### config.mk
export PLATFORM = sky130hd
export DESIGN_NAME = newreno_congestion_window_top
export DESIGN_NICKNAME = d
export VERILOG_FILES = /design/src/rtl/nrcw_pkg.sv /design/src/rtl/nrcw_div.sv /design/src/rtl/newreno_congestion_window_top.sv
export SDC_FILE = /design/constraint.sdc
export NUM_CORES = 2
export LEC_CHECK = 0
export ABC_AREA = 1
export ABC_CLOCK_PERIOD_IN_PS = 7850
export BUFFER_PORTS_ARGS = -buffer_cell sky130_fd_sc_hd__buf_2
export CAP_MARGIN = 20
export CORE_MARGIN = 2
export CORE_UTILIZATION = 50
export DETAILED_ROUTE_END_ITERATION = 12
export GPL_TIMING_DRIVEN = 0
export HOLD_SLACK_MARGIN = 0.06
export PLACE_DENSITY_LB_ADDON = 0.08
export SETUP_SLACK_MARGIN = 0.2
export SLEW_MARGIN = 20
export SYNTH_ARGS = -nofsm -noshare
export SYNTH_HDL_FRONTEND = slang
export SYNTH_SLANG_ARGS = --single-unit
### constraint.sdc
create_clock -name clk -period 7.85 [get_ports clk]
set_input_delay 0.3925 -clock clk [delete_from_list [all_inputs] [get_ports clk]]
set_output_delay 0.3925 -clock clk [all_outputs]
set_load 0.05 [all_outputs]
### src/rtl/nrcw_pkg.sv
`timescale 1ns / 1ps
`default_nettype none

package nrcw_pkg;

  localparam int WORD_W = 32;
  localparam int MSS_W  = 16;
  localparam int THR_W  = 4;
  localparam int DUP_W  = 16;
  localparam int OP_W   = 2;
  localparam int M3_W   = MSS_W + 2;
  localparam int CFG_W  = MSS_W;
  localparam int IDX_W  = 1;

  localparam logic [OP_W-1:0] OP_NEW_ACK = 2'd0;
  localparam logic [OP_W-1:0] OP_DUP_ACK = 2'd1;
  localparam logic [OP_W-1:0] OP_TIMEOUT = 2'd2;

  localparam logic [IDX_W-1:0] REG_MSS    = 1'd0;
  localparam logic [IDX_W-1:0] REG_DUPTHR = 1'd1;

  localparam logic [MSS_W-1:0] MSS_RESET = 16'd1460;
  localparam logic [THR_W-1:0] THR_RESET = 4'd3;

  localparam int DIV_STEPS = WORD_W;
  localparam int DIV_CNT_W = $clog2(DIV_STEPS);

  typedef struct packed {
    logic busy;
    logic done;
  } div_stat_t;

  function automatic logic [WORD_W-1:0] sat_add(input logic [WORD_W-1:0] a,
                                                input logic [WORD_W-1:0] b);
    logic [WORD_W:0] s;
    s = {1'b0, a} + {1'b0, b};
    return s[WORD_W] ? {WORD_W{1'b1}} : s[WORD_W-1:0];
  endfunction

endpackage

`default_nettype wire

### src/rtl/nrcw_div.sv
`timescale 1ns / 1ps
`default_nettype none

module nrcw_div (
  input  wire logic                          clk,
  input  wire logic                          rst_n,
  input  wire logic                          start,
  input  wire logic [nrcw_pkg::WORD_W-1:0]   dividend,
  input  wire logic [nrcw_pkg::WORD_W-1:0]   divisor,
  output logic      [nrcw_pkg::WORD_W-1:0]   quotient,
  output nrcw_pkg::div_stat_t                stat
);

  localparam int W = nrcw_pkg::WORD_W;
  localparam logic [nrcw_pkg::DIV_CNT_W-1:0] LAST_STEP =
    nrcw_pkg::DIV_CNT_W'(nrcw_pkg::DIV_STEPS - 1);

  logic [W-1:0] rem_r, rem_nxt;
  logic [W-1:0] quo_r, quo_nxt;
  logic [W-1:0] dvs_r;
  logic [nrcw_pkg::DIV_CNT_W-1:0] cnt_r, cnt_nxt;
  logic busy_r, busy_nxt;
  logic done_r, done_nxt;

  logic [W:0]   shifted;
  logic [W+1:0] trial;
  logic         fits;

  // One quotient bit per cycle: the dividend shifts out of the top of the
  // quotient register while quotient bits shift in at the bottom.
  always_comb begin
    shifted = {rem_r, quo_r[W-1]};
    trial   = {1'b0, shifted} - {2'b00, dvs_r};
    fits    = ~trial[W+1];
  end

  always_comb begin
    rem_nxt  = rem_r;
    quo_nxt  = quo_r;
    cnt_nxt  = cnt_r;
    busy_nxt = busy_r;
    done_nxt = 1'b0;
    if (start) begin
      rem_nxt  = '0;
      quo_nxt  = dividend;
      cnt_nxt  = '0;
      busy_nxt = 1'b1;
    end else if (busy_r) begin
      rem_nxt = fits ? trial[W-1:0] : shifted[W-1:0];
      quo_nxt = {quo_r[W-2:0], fits};
      cnt_nxt = cnt_r + 1'b1;
      if (cnt_r == LAST_STEP) begin
        busy_nxt = 1'b0;
        done_nxt = 1'b1;
      end
    end
  end

  always_ff @(posedge clk) begin
    if (!rst_n) begin
      busy_r <= 1'b0;
      done_r <= 1'b0;
      cnt_r  <= '0;
    end else begin
      busy_r <= busy_nxt;
      done_r <= done_nxt;
      cnt_r  <= cnt_nxt;
    end
  end

  always_ff @(posedge clk) begin
    rem_r <= rem_nxt;
    quo_r <= quo_nxt;
    if (start) begin
      dvs_r <= divisor;
    end
  end

  assign quotient  = quo_r;
  assign stat.busy = busy_r;
  assign stat.done = done_r;

endmodule

`default_nettype wire

### src/rtl/newreno_congestion_window_top.sv
// Channel  | Handshake           | Beat
// ---------+---------------------+-------------------------------------------
// input    | in_valid / in_stall | operation, sequence values, dup count
// result   | out_valid/out_stall | window, threshold, three flags
// config   | cfg_we              | cfg_index, cfg_data (MSS, dup threshold)
//
// One event is worked on at a time. It passes states A and B (then C for
// recovery ACKs, fast retransmit entry and divided increases) on to the
// final state; an unused operation code skips from A to it. A congestion
// avoidance ACK waits on the bit-serial divider (MSS*MSS/cwnd, one bit per cycle).
// in_stall is high from acceptance until the result is loaded into the
// output register; a stalled result holds the block in its final state.
// Synchronous reset restores MSS 1460, threshold 3 and the initial window.
`timescale 1ns / 1ps
`default_nettype none

module newreno_congestion_window_top (
  input  wire logic                          clk,
  input  wire logic                          rst_n,
  input  wire logic                          in_valid,
  output logic                               in_stall,
  input  wire logic [nrcw_pkg::OP_W-1:0]     in_operation,
  input  wire logic [nrcw_pkg::WORD_W-1:0]   in_oldest_unacked,
  input  wire logic [nrcw_pkg::WORD_W-1:0]   in_prior_unacked,
  input  wire logic [nrcw_pkg::WORD_W-1:0]   in_highest_sent,
  input  wire logic [nrcw_pkg::WORD_W-1:0]   in_peer_window,
  input  wire logic [nrcw_pkg::DUP_W-1:0]    in_dup_count,
  output logic                               out_valid,
  input  wire logic                          out_stall,
  output logic      [nrcw_pkg::WORD_W-1:0]   out_window_bytes,
  output logic      [nrcw_pkg::WORD_W-1:0]   out_threshold_bytes,
  output logic                               out_retransmit_now,
  output logic                               out_restart_timer,
  output logic                               out_in_recovery,
  input  wire logic                          cfg_we,
  input  wire logic [nrcw_pkg::IDX_W-1:0]    cfg_index,
  input  wire logic [nrcw_pkg::CFG_W-1:0]    cfg_data
);

  localparam int W = nrcw_pkg::WORD_W;

  localparam logic [2:0] ST_IDLE = 3'd0;
  localparam logic [2:0] ST_A    = 3'd1;
  localparam logic [2:0] ST_B    = 3'd2;
  localparam logic [2:0] ST_DIV  = 3'd3;
  localparam logic [2:0] ST_C    = 3'd4;
  localparam logic [2:0] ST_DONE = 3'd5;

  logic [2:0] state_r, state_nxt;

  // Architectural state and configuration.
  logic [W-1:0] cwnd_r, cwnd_nxt;
  logic [W-1:0] ssth_r, ssth_nxt;
  logic [W-1:0] rp_r, rp_nxt;
  logic         rec_r, rec_nxt;
  logic         ps_r, ps_nxt;
  logic [nrcw_pkg::MSS_W-1:0] mss_r;
  logic [nrcw_pkg::THR_W-1:0] thr_r;

  // Captured event.
  logic [nrcw_pkg::OP_W-1:0]  op_r;
  logic [W-1:0]               una_r, first_r, smax_r, pwnd_r;
  logic [nrcw_pkg::DUP_W-1:0] dups_r;

  // Intermediate values between steps.
  logic [W-1:0]              t1_r, t1_nxt;
  logic [W-1:0]              t2_r, t2_nxt;
  logic [nrcw_pkg::M3_W-1:0] m3_r, m3_nxt;
  logic full_r, full_nxt;
  logic ge_r, ge_nxt;
  logic lt_r, lt_nxt;
  logic zero_r, zero_nxt;
  logic eq_r, eq_nxt;
  logic gt_r, gt_nxt;
  logic rexmit_r, rexmit_nxt;
  logic restart_r, restart_nxt;

  // Output register.
  logic         out_valid_r, out_valid_nxt;
  logic [W-1:0] o_win_r, o_ssth_r;
  logic         o_rexmit_r, o_restart_r, o_rec_r;
  logic         load_out;

  logic         div_start;
  logic [W-1:0] div_q;
  nrcw_pkg::div_stat_t div_stat;

  logic [W-1:0] mss_ext;
  logic [W-1:0] floor2;
  logic [W-1:0] half;
  logic [W-1:0] thr_new;
  logic [nrcw_pkg::DUP_W-1:0] thr_ext;
  logic [W-1:0] rec_span;

  nrcw_div u_div (
    .clk      (clk),
    .rst_n    (rst_n),
    .start    (div_start),
    .dividend (t1_r),
    .divisor  (cwnd_r),
    .quotient (div_q),
    .stat     (div_stat)
  );

  always_comb begin
    mss_ext = {{(W - nrcw_pkg::MSS_W){1'b0}}, mss_r};
    floor2  = {mss_ext[W-2:0], 1'b0};
    half    = {1'b0, t2_r[W-1:1]};
    thr_new = (half > floor2) ? half : floor2;
    thr_ext = {{(nrcw_pkg::DUP_W - nrcw_pkg::THR_W){1'b0}}, thr_r};
    // una - 1 - recover_point is una + ~recover_point.
    rec_span = una_r + ~rp_r;
  end

  always_comb begin
    state_nxt   = state_r;
    cwnd_nxt    = cwnd_r;
    ssth_nxt    = ssth_r;
    rp_nxt      = rp_r;
    rec_nxt     = rec_r;
    ps_nxt      = ps_r;
    t1_nxt      = t1_r;
    t2_nxt      = t2_r;
    m3_nxt      = m3_r;
    full_nxt    = full_r;
    ge_nxt      = ge_r;
    lt_nxt      = lt_r;
    zero_nxt    = zero_r;
    eq_nxt      = eq_r;
    gt_nxt      = gt_r;
    rexmit_nxt  = rexmit_r;
    restart_nxt = restart_r;
    div_start   = 1'b0;
    load_out    = 1'b0;

    unique case (state_r)
      ST_IDLE: begin
        if (in_valid) begin
          rexmit_nxt  = 1'b0;
          restart_nxt = 1'b0;
          state_nxt   = ST_A;
        end
      end

      ST_A: begin
        state_nxt = ST_B;
        unique case (op_r)
          nrcw_pkg::OP_NEW_ACK: begin
            if (rec_r) begin
              full_nxt = ~rec_span[W-1];
              t1_nxt   = smax_r - una_r;
              t2_nxt   = una_r - first_r;
            end else begin
              lt_nxt   = cwnd_r < ssth_r;
              zero_nxt = cwnd_r == '0;
              t1_nxt   = mss_ext * mss_ext;
              rp_nxt   = una_r - W'(2);
            end
          end
          nrcw_pkg::OP_DUP_ACK: begin
            eq_nxt = dups_r == thr_ext;
            gt_nxt = dups_r > thr_ext;
            t1_nxt = una_r - W'(1);
            t2_nxt = (cwnd_r < pwnd_r) ? cwnd_r : pwnd_r;
            m3_nxt = {2'b00, mss_r} + {1'b0, mss_r, 1'b0};
          end
          nrcw_pkg::OP_TIMEOUT: begin
            t2_nxt = (cwnd_r < pwnd_r) ? cwnd_r : pwnd_r;
            rp_nxt = smax_r - W'(1);
          end
          default: begin
            state_nxt = ST_DONE;
          end
        endcase
      end

      ST_B: begin
        state_nxt = ST_DONE;
        unique case (op_r)
          nrcw_pkg::OP_NEW_ACK: begin
            if (rec_r) begin
              state_nxt = ST_C;
              if (full_r) begin
                t1_nxt = nrcw_pkg::sat_add(t1_r, mss_ext);
              end else begin
                t1_nxt     = (cwnd_r > t2_r) ? (cwnd_r - t2_r) : '0;
                ge_nxt     = t2_r >= mss_ext;
                rexmit_nxt = 1'b1;
                if (!ps_r) begin
                  ps_nxt      = 1'b1;
                  restart_nxt = 1'b1;
                end
              end
            end else if (lt_r) begin
              cwnd_nxt = nrcw_pkg::sat_add(cwnd_r, mss_ext);
            end else if (zero_r) begin
              // A zero window gives a zero quotient, so the increase is one.
              cwnd_nxt = W'(1);
            end else begin
              div_start = 1'b1;
              state_nxt = ST_DIV;
            end
          end
          nrcw_pkg::OP_DUP_ACK: begin
            if (eq_r) begin
              if (!rec_r && (t1_r > rp_r)) begin
                ssth_nxt   = thr_new;
                rp_nxt     = smax_r - W'(1);
                ps_nxt     = 1'b0;
                rec_nxt    = 1'b1;
                rexmit_nxt = 1'b1;
                state_nxt  = ST_C;
              end
            end else if (gt_r && rec_r) begin
              cwnd_nxt = nrcw_pkg::sat_add(cwnd_r, mss_ext);
            end
          end
          nrcw_pkg::OP_TIMEOUT: begin
            rec_nxt    = 1'b0;
            ps_nxt     = 1'b0;
            ssth_nxt   = thr_new;
            cwnd_nxt   = mss_ext;
            rexmit_nxt = 1'b1;
          end
          default: begin
            state_nxt = ST_DONE;
          end
        endcase
      end

      ST_DIV: begin
        if (div_stat.done) begin
          t1_nxt    = (div_q == '0) ? W'(1) : div_q;
          state_nxt = ST_C;
        end
      end

      ST_C: begin
        state_nxt = ST_DONE;
        if (op_r == nrcw_pkg::OP_DUP_ACK) begin
          cwnd_nxt = nrcw_pkg::sat_add(ssth_r,
                       {{(W - nrcw_pkg::M3_W){1'b0}}, m3_r});
        end else if (!rec_r) begin
          cwnd_nxt = nrcw_pkg::sat_add(cwnd_r, t1_r);
        end else if (full_r) begin
          cwnd_nxt = (ssth_r < t1_r) ? ssth_r : t1_r;
          rec_nxt  = 1'b0;
          ps_nxt   = 1'b0;
        end else begin
          cwnd_nxt = ge_r ? nrcw_pkg::sat_add(t1_r, mss_ext) : t1_r;
        end
      end

      ST_DONE: begin
        if (!out_valid_r || !out_stall) begin
          load_out  = 1'b1;
          state_nxt = ST_IDLE;
        end
      end

      default: begin
        state_nxt = ST_IDLE;
      end
    endcase
  end

  always_comb begin
    out_valid_nxt = (out_valid_r & out_stall) | load_out;
  end

  always_ff @(posedge clk) begin
    if (!rst_n) begin
      state_r     <= ST_IDLE;
      cwnd_r      <= {{(W - nrcw_pkg::MSS_W){1'b0}}, nrcw_pkg::MSS_RESET};
      ssth_r      <= {W{1'b1}};
      rp_r        <= '0;
      rec_r       <= 1'b0;
      ps_r        <= 1'b0;
      mss_r       <= nrcw_pkg::MSS_RESET;
      thr_r       <= nrcw_pkg::THR_RESET;
      out_valid_r <= 1'b0;
    end else begin
      state_r     <= state_nxt;
      cwnd_r      <= cwnd_nxt;
      ssth_r      <= ssth_nxt;
      rp_r        <= rp_nxt;
      rec_r       <= rec_nxt;
      ps_r        <= ps_nxt;
      out_valid_r <= out_valid_nxt;
      if (cfg_we) begin
        unique case (cfg_index)
          nrcw_pkg::REG_MSS:    mss_r <= cfg_data;
          nrcw_pkg::REG_DUPTHR: thr_r <= cfg_data[nrcw_pkg::THR_W-1:0];
          default: ;
        endcase
      end
    end
  end

  always_ff @(posedge clk) begin
    if (state_r == ST_IDLE && in_valid) begin
      op_r    <= in_operation;
      una_r   <= in_oldest_unacked;
      first_r <= in_prior_unacked;
      smax_r  <= in_highest_sent;
      pwnd_r  <= in_peer_window;
      dups_r  <= in_dup_count;
    end
    t1_r      <= t1_nxt;
    t2_r      <= t2_nxt;
    m3_r      <= m3_nxt;
    full_r    <= full_nxt;
    ge_r      <= ge_nxt;
    lt_r      <= lt_nxt;
    zero_r    <= zero_nxt;
    eq_r      <= eq_nxt;
    gt_r      <= gt_nxt;
    rexmit_r  <= rexmit_nxt;
    restart_r <= restart_nxt;
    if (load_out) begin
      o_win_r     <= cwnd_r;
      o_ssth_r    <= ssth_r;
      o_rexmit_r  <= rexmit_r;
      o_restart_r <= restart_r;
      o_rec_r     <= rec_r;
    end
  end

  assign in_stall            = state_r != ST_IDLE;
  assign out_valid           = out_valid_r;
  assign out_window_bytes    = o_win_r;
  assign out_threshold_bytes = o_ssth_r;
  assign out_retransmit_now  = o_rexmit_r;
  assign out_restart_timer   = o_restart_r;
  assign out_in_recovery     = o_rec_r;

`ifndef SYNTHESIS
  a_div_running: assert property (@(posedge clk) disable iff (!rst_n)
    (state_r == ST_DIV) |-> (div_stat.busy || div_stat.done))
    else $error("divider idle while the sequencer waits on it");

  a_div_start_free: assert property (@(posedge clk) disable iff (!rst_n)
    div_start |-> !div_stat.busy)
    else $error("divider started while busy");

  a_partial_in_rec: assert property (@(posedge clk) disable iff (!rst_n)
    ps_r |-> rec_r)
    else $error("partial ACK mark set outside recovery");

  a_out_from_done: assert property (@(posedge clk) disable iff (!rst_n)
    $rose(out_valid_r) |-> $past(state_r == ST_DONE))
    else $error("result raised outside the final step");
`endif

endmodule

`default_nettype wire

==> impl_metrics.env <==
export IMPL_status="complete, no violations"
export IMPL_cp_end_kind="register"
export IMPL_worstPathMaxFanout=10
export IMPL_dp_hpwl_mm=176
export IMPL_netlist_area_um2=50800
export IMPL_relSlewSlack_pct=14.2
export IMPL_dp_cells=8408
export IMPL_critPathKind="register to register"
export IMPL_syn_nets=7672
export IMPL_post_route_period_util_pct=96.4
export IMPL_cpMostUsedCell="fa_1"
export IMPL_max_stage_delay_ns=0.59
export IMPL_critPathBufInv=5
export IMPL_synth_compound_area_share_pct=16.7
export IMPL_fin_area_um2=58000
export IMPL_synth_edf_count=367
export IMPL_synth_avg_cell_area_um2=7.47
export IMPL_hp_class="primary input to register"
export IMPL_dr_total_vias=51830
export IMPL_period_needed_ns=7.56
export IMPL_critPathSlowestCell="fa_1"
export IMPL_vias_per_cell=5.96
export IMPL_worst_ep_required_time_ns=8.26
export IMPL_arrival_ns=7.98
export IMPL_synth_top_family_by_area="simple AND/OR/NAND/NOR gates"
export IMPL_drc=0
export IMPL_ant_nets=0
export IMPL_irDropWorstVdd_v=0.000317
export IMPL_cts_buffers_inserted=66
export IMPL_place_gp_congestion=1.06
export IMPL_power_density_nw_per_um2=388
export IMPL_cp_cell_sequence="clkbuf_4, clkbuf_2, nand2_1, fa_1, inv_1, fa_1, fa_1, fa_1, fa_1, inv_1, fa_1, inv_1, ha_1, a21oi_1, nand2_1, a21oi_1, nand3_1, a21o_1, nand2_1, nand3_1, nand3_1, nand3_1, nand2_1, nand3_1"
export IMPL_die_w_um=323
export IMPL_nets=8153
export IMPL_drt_pass1_iterations=9
export IMPL_leakage_nw=27.1
export IMPL_track_usage_pct=41.8
export IMPL_synth_top_cell_area_share_pct=21.7
export IMPL_synth_cells=6798
export IMPL_syn2layout_area_growth_pct=14.3
export IMPL_grt_overflow=0
export IMPL_grt_max_degree=32
export IMPL_synth_async_reset_ratio_pct=0
export IMPL_final_cell_mix="1379 x nand2_1, 1024 x inv_1, 663 x a21oi_1"
export IMPL_ys_top_cells_by_area="edfxtp_1 22%, ha_1 13%, nand2_1 10%"
export IMPL_path_delay_family="adder cells"
export IMPL_ys_seq_area_share_pct=28.0
export IMPL_synth_seq_cells=528
export IMPL_fill_cells=9589
export IMPL_io_pins=237
export IMPL_rsz0062_at_grt="true"
export IMPL_place_area_um2=54000
export IMPL_drt_iter0_markers=6227
export IMPL_drive_above_1_share_pct=8.65
export IMPL_yosys_most_used_dff="edfxtp_1"
export IMPL_wirelength_mm=221
export IMPL_coreArea_um2=100000
export IMPL_synth_fa_ha_area_share_pct=19.9
export IMPL_antenna_found_initial=15
export IMPL_clock_sinks=528
export IMPL_cp_start_kind="register"
export IMPL_final_cells=8690
export IMPL_synth_xor_area_share_pct=3.36
export IMPL_cts_buffer_depth=3
export IMPL_synth_simple_area_share_pct=22.6
export IMPL_rows=116
export IMPL_mostFrequentLayoutCell="nand2_1"
export IMPL_portBuffers=235
export IMPL_maxCapViolCount=0
export IMPL_htreeDepth=3
export IMPL_start_util_pct=50.6
export IMPL_dieArea_um2=104000
export IMPL_synth_mux_area_share_pct=0
export IMPL_synth_cell_types=77
export IMPL_timing_fmax_ghz=0.132
export IMPL_grt_pass1_wl_mm=317
export IMPL_clkTransAtPathRegs_ns=0.07
export IMPL_hold_viol=0
export IMPL_ys_warn_count=0
export IMPL_maxSlewViolCount=0
export IMPL_finalSetupViolations=0
export IMPL_first_global_vias=48441
export IMPL_cts_root_buf="clkbuf_16"
export IMPL_cts_tree="done"
export IMPL_die_y_um=323
export IMPL_synth_top_cell_by_area="edfxtp_1"
export IMPL_worstSkewPairLatency_ns=0.67
export IMPL_wl_per_cell_um=25.4
export IMPL_finalClockSkew_ns=0.0383
export IMPL_post_cts_buffers=0
export IMPL_worst_slew_pin_slew_ns=1.28
## layout make-up
type | instances | area (µm²) | share of cell area (%)
Antenna cell | 1 | 2.50 | 0.00431
Buffer | 173 | 891 | 1.53
Clock buffer | 78 | 1760 | 3.03
Clock inverter | 43 | 566 | 0.974
Inverter | 1045 | 3930 | 6.76
Multi-Input combinational cell | 5052 | 31800 | 54.8
Sequential cell | 528 | 14300 | 24.6
Tap cell | 1357 | 1700 | 2.93
Timing Repair Buffer | 413 | 3100 | 5.34
## cell families (layout without fill, tap and decap cells)
| logic type | after synthesis | after routing |
|---|---|---|
| simple gates | 2642 | 2642 |
| other cells | 0 | 1 |
| buf+inv | 1218 | 1752 |
| compound gates | 1509 | 1509 |
| flops | 528 | 528 |
| fa+ha+maj | 706 | 706 |
| xor+xnor | 195 | 195 |
## sequential cells by signal, summed over array words and instances, names as in the netlist, 2 cells and up
name and flops:
cwnd_r 32, first_r 32, out_threshold_bytes 32, out_window_bytes 32
pwnd_r 32, rp_r 32, smax_r 32, ssth_r 32
t1_r 32, t2_r 32, u_div.dvs_r 32, u_div.quotient 32
u_div.rem_r 32, una_r 32, m3_r 18, dups_r 16
mss_r 16, u_div.cnt_r 5, thr_r 4, state_r 3
op_r 2
## worst reg2reg max path: stages, from the launching register on
cell,delay (ns)
dfxtp_2,0.57
clkbuf_4,0.38
clkbuf_2,0.32
nand2_1,0.12
fa_1,0.58
inv_1,0.07
fa_1,0.50
fa_1,0.53
fa_1,0.53
fa_1,0.56
inv_1,0.06
fa_1,0.59
inv_1,0.06
ha_1,0.36
a21oi_1,0.29
nand2_1,0.12
a21oi_1,0.33
nand3_1,0.23
a21o_1,0.24
nand2_1,0.08
nand3_1,0.07
nand3_1,0.17
nand3_1,0.22
nand2_1,0.27
nand3_1,0.09
## routing by layer
layer / GRT usage (%) / vias to the layer above / wire [µm]
li1: - / 23885 / -
met1: 53.4 / 24299 / 86000
met2: 63.5 / 2943 / 93700
met3: 9.18 / 689 / 23300
met4: 28.0 / 14 / 17800
met5: 0 / - / 101
## synth_stat cells, types with 7 or more instances
cell type / instances
a211oi_1: 9
a21boi_0: 7
a21o_1: 38
a21oi_1: 664
a21oi_2: 20
a22oi_1: 19
a31oi_1: 34
buf_1: 14
buf_2: 33
buf_4: 12
buf_6: 16
clkbuf_1: 97
dfxtp_1: 161
edfxtp_1: 367
fa_1: 173
ha_1: 533
inv_1: 1025
inv_2: 18
nand2_1: 1379
nand2_2: 21
nand3_1: 382
nand3b_1: 20
nand4_1: 106
nor2_1: 493
nor2_2: 21
nor2_4: 7
nor3_1: 94
nor3_2: 9
nor4_1: 39
o211ai_1: 77
o21a_1: 24
o21ai_0: 481
o21ai_1: 45
o21ai_2: 8
o21bai_1: 23
o221ai_1: 11
o31ai_1: 11
or2_0: 9
or2_2: 23
xnor2_1: 68
xor2_1: 127
## metrics by stage
stage                     power (mW)  worst slack (ns)  util, %  hold WS, ns  setup TNS [ns]
after floorplan                 13.4              1.73        -        0.400               0
after global placement          18.4            -0.400     53.4        0.452           -1.27
after detailed placement        18.6            -0.401     53.8        0.455           -1.41
after CTS                       22.0             0.212     57.7       0.0602               0
after global routing            23.9            0.0702     57.8        0.102               0
final                           22.5             0.286     57.8       0.0953               0
## worst paths after layout
path,end,slack (ns),from,cells past startpoint
hold / removal,mss_r[15],0.1,cfg_data[15],3
setup reg to reg,t1_r[27],0.29,mss_r[14],24
hold reg to reg,rp_r[28],0.47,rp_r[28],2
setup / recovery,t1_r[27],0.29,mss_r[14],24
## report_power, final
group	switching [mW]	internal [mW]	leakage, nW	total (mW)
Clock	1.34	1.96	1.13	3.30
Sequential	1.32	3.74	4.74	5.06
Combinational	9.56	4.57	21.2	14.1
Total	12.2	10.3	27.1	22.5
## repair_timing
item	4_1_cts	5_1_grt
pin swaps	0	0
resized for setup	23	28
endpoints found under the setup margin	10	7
hold buffers	160	0
hold endpoints to repair	163	0
Note: power is estimated with default switching activity, not from simulation.
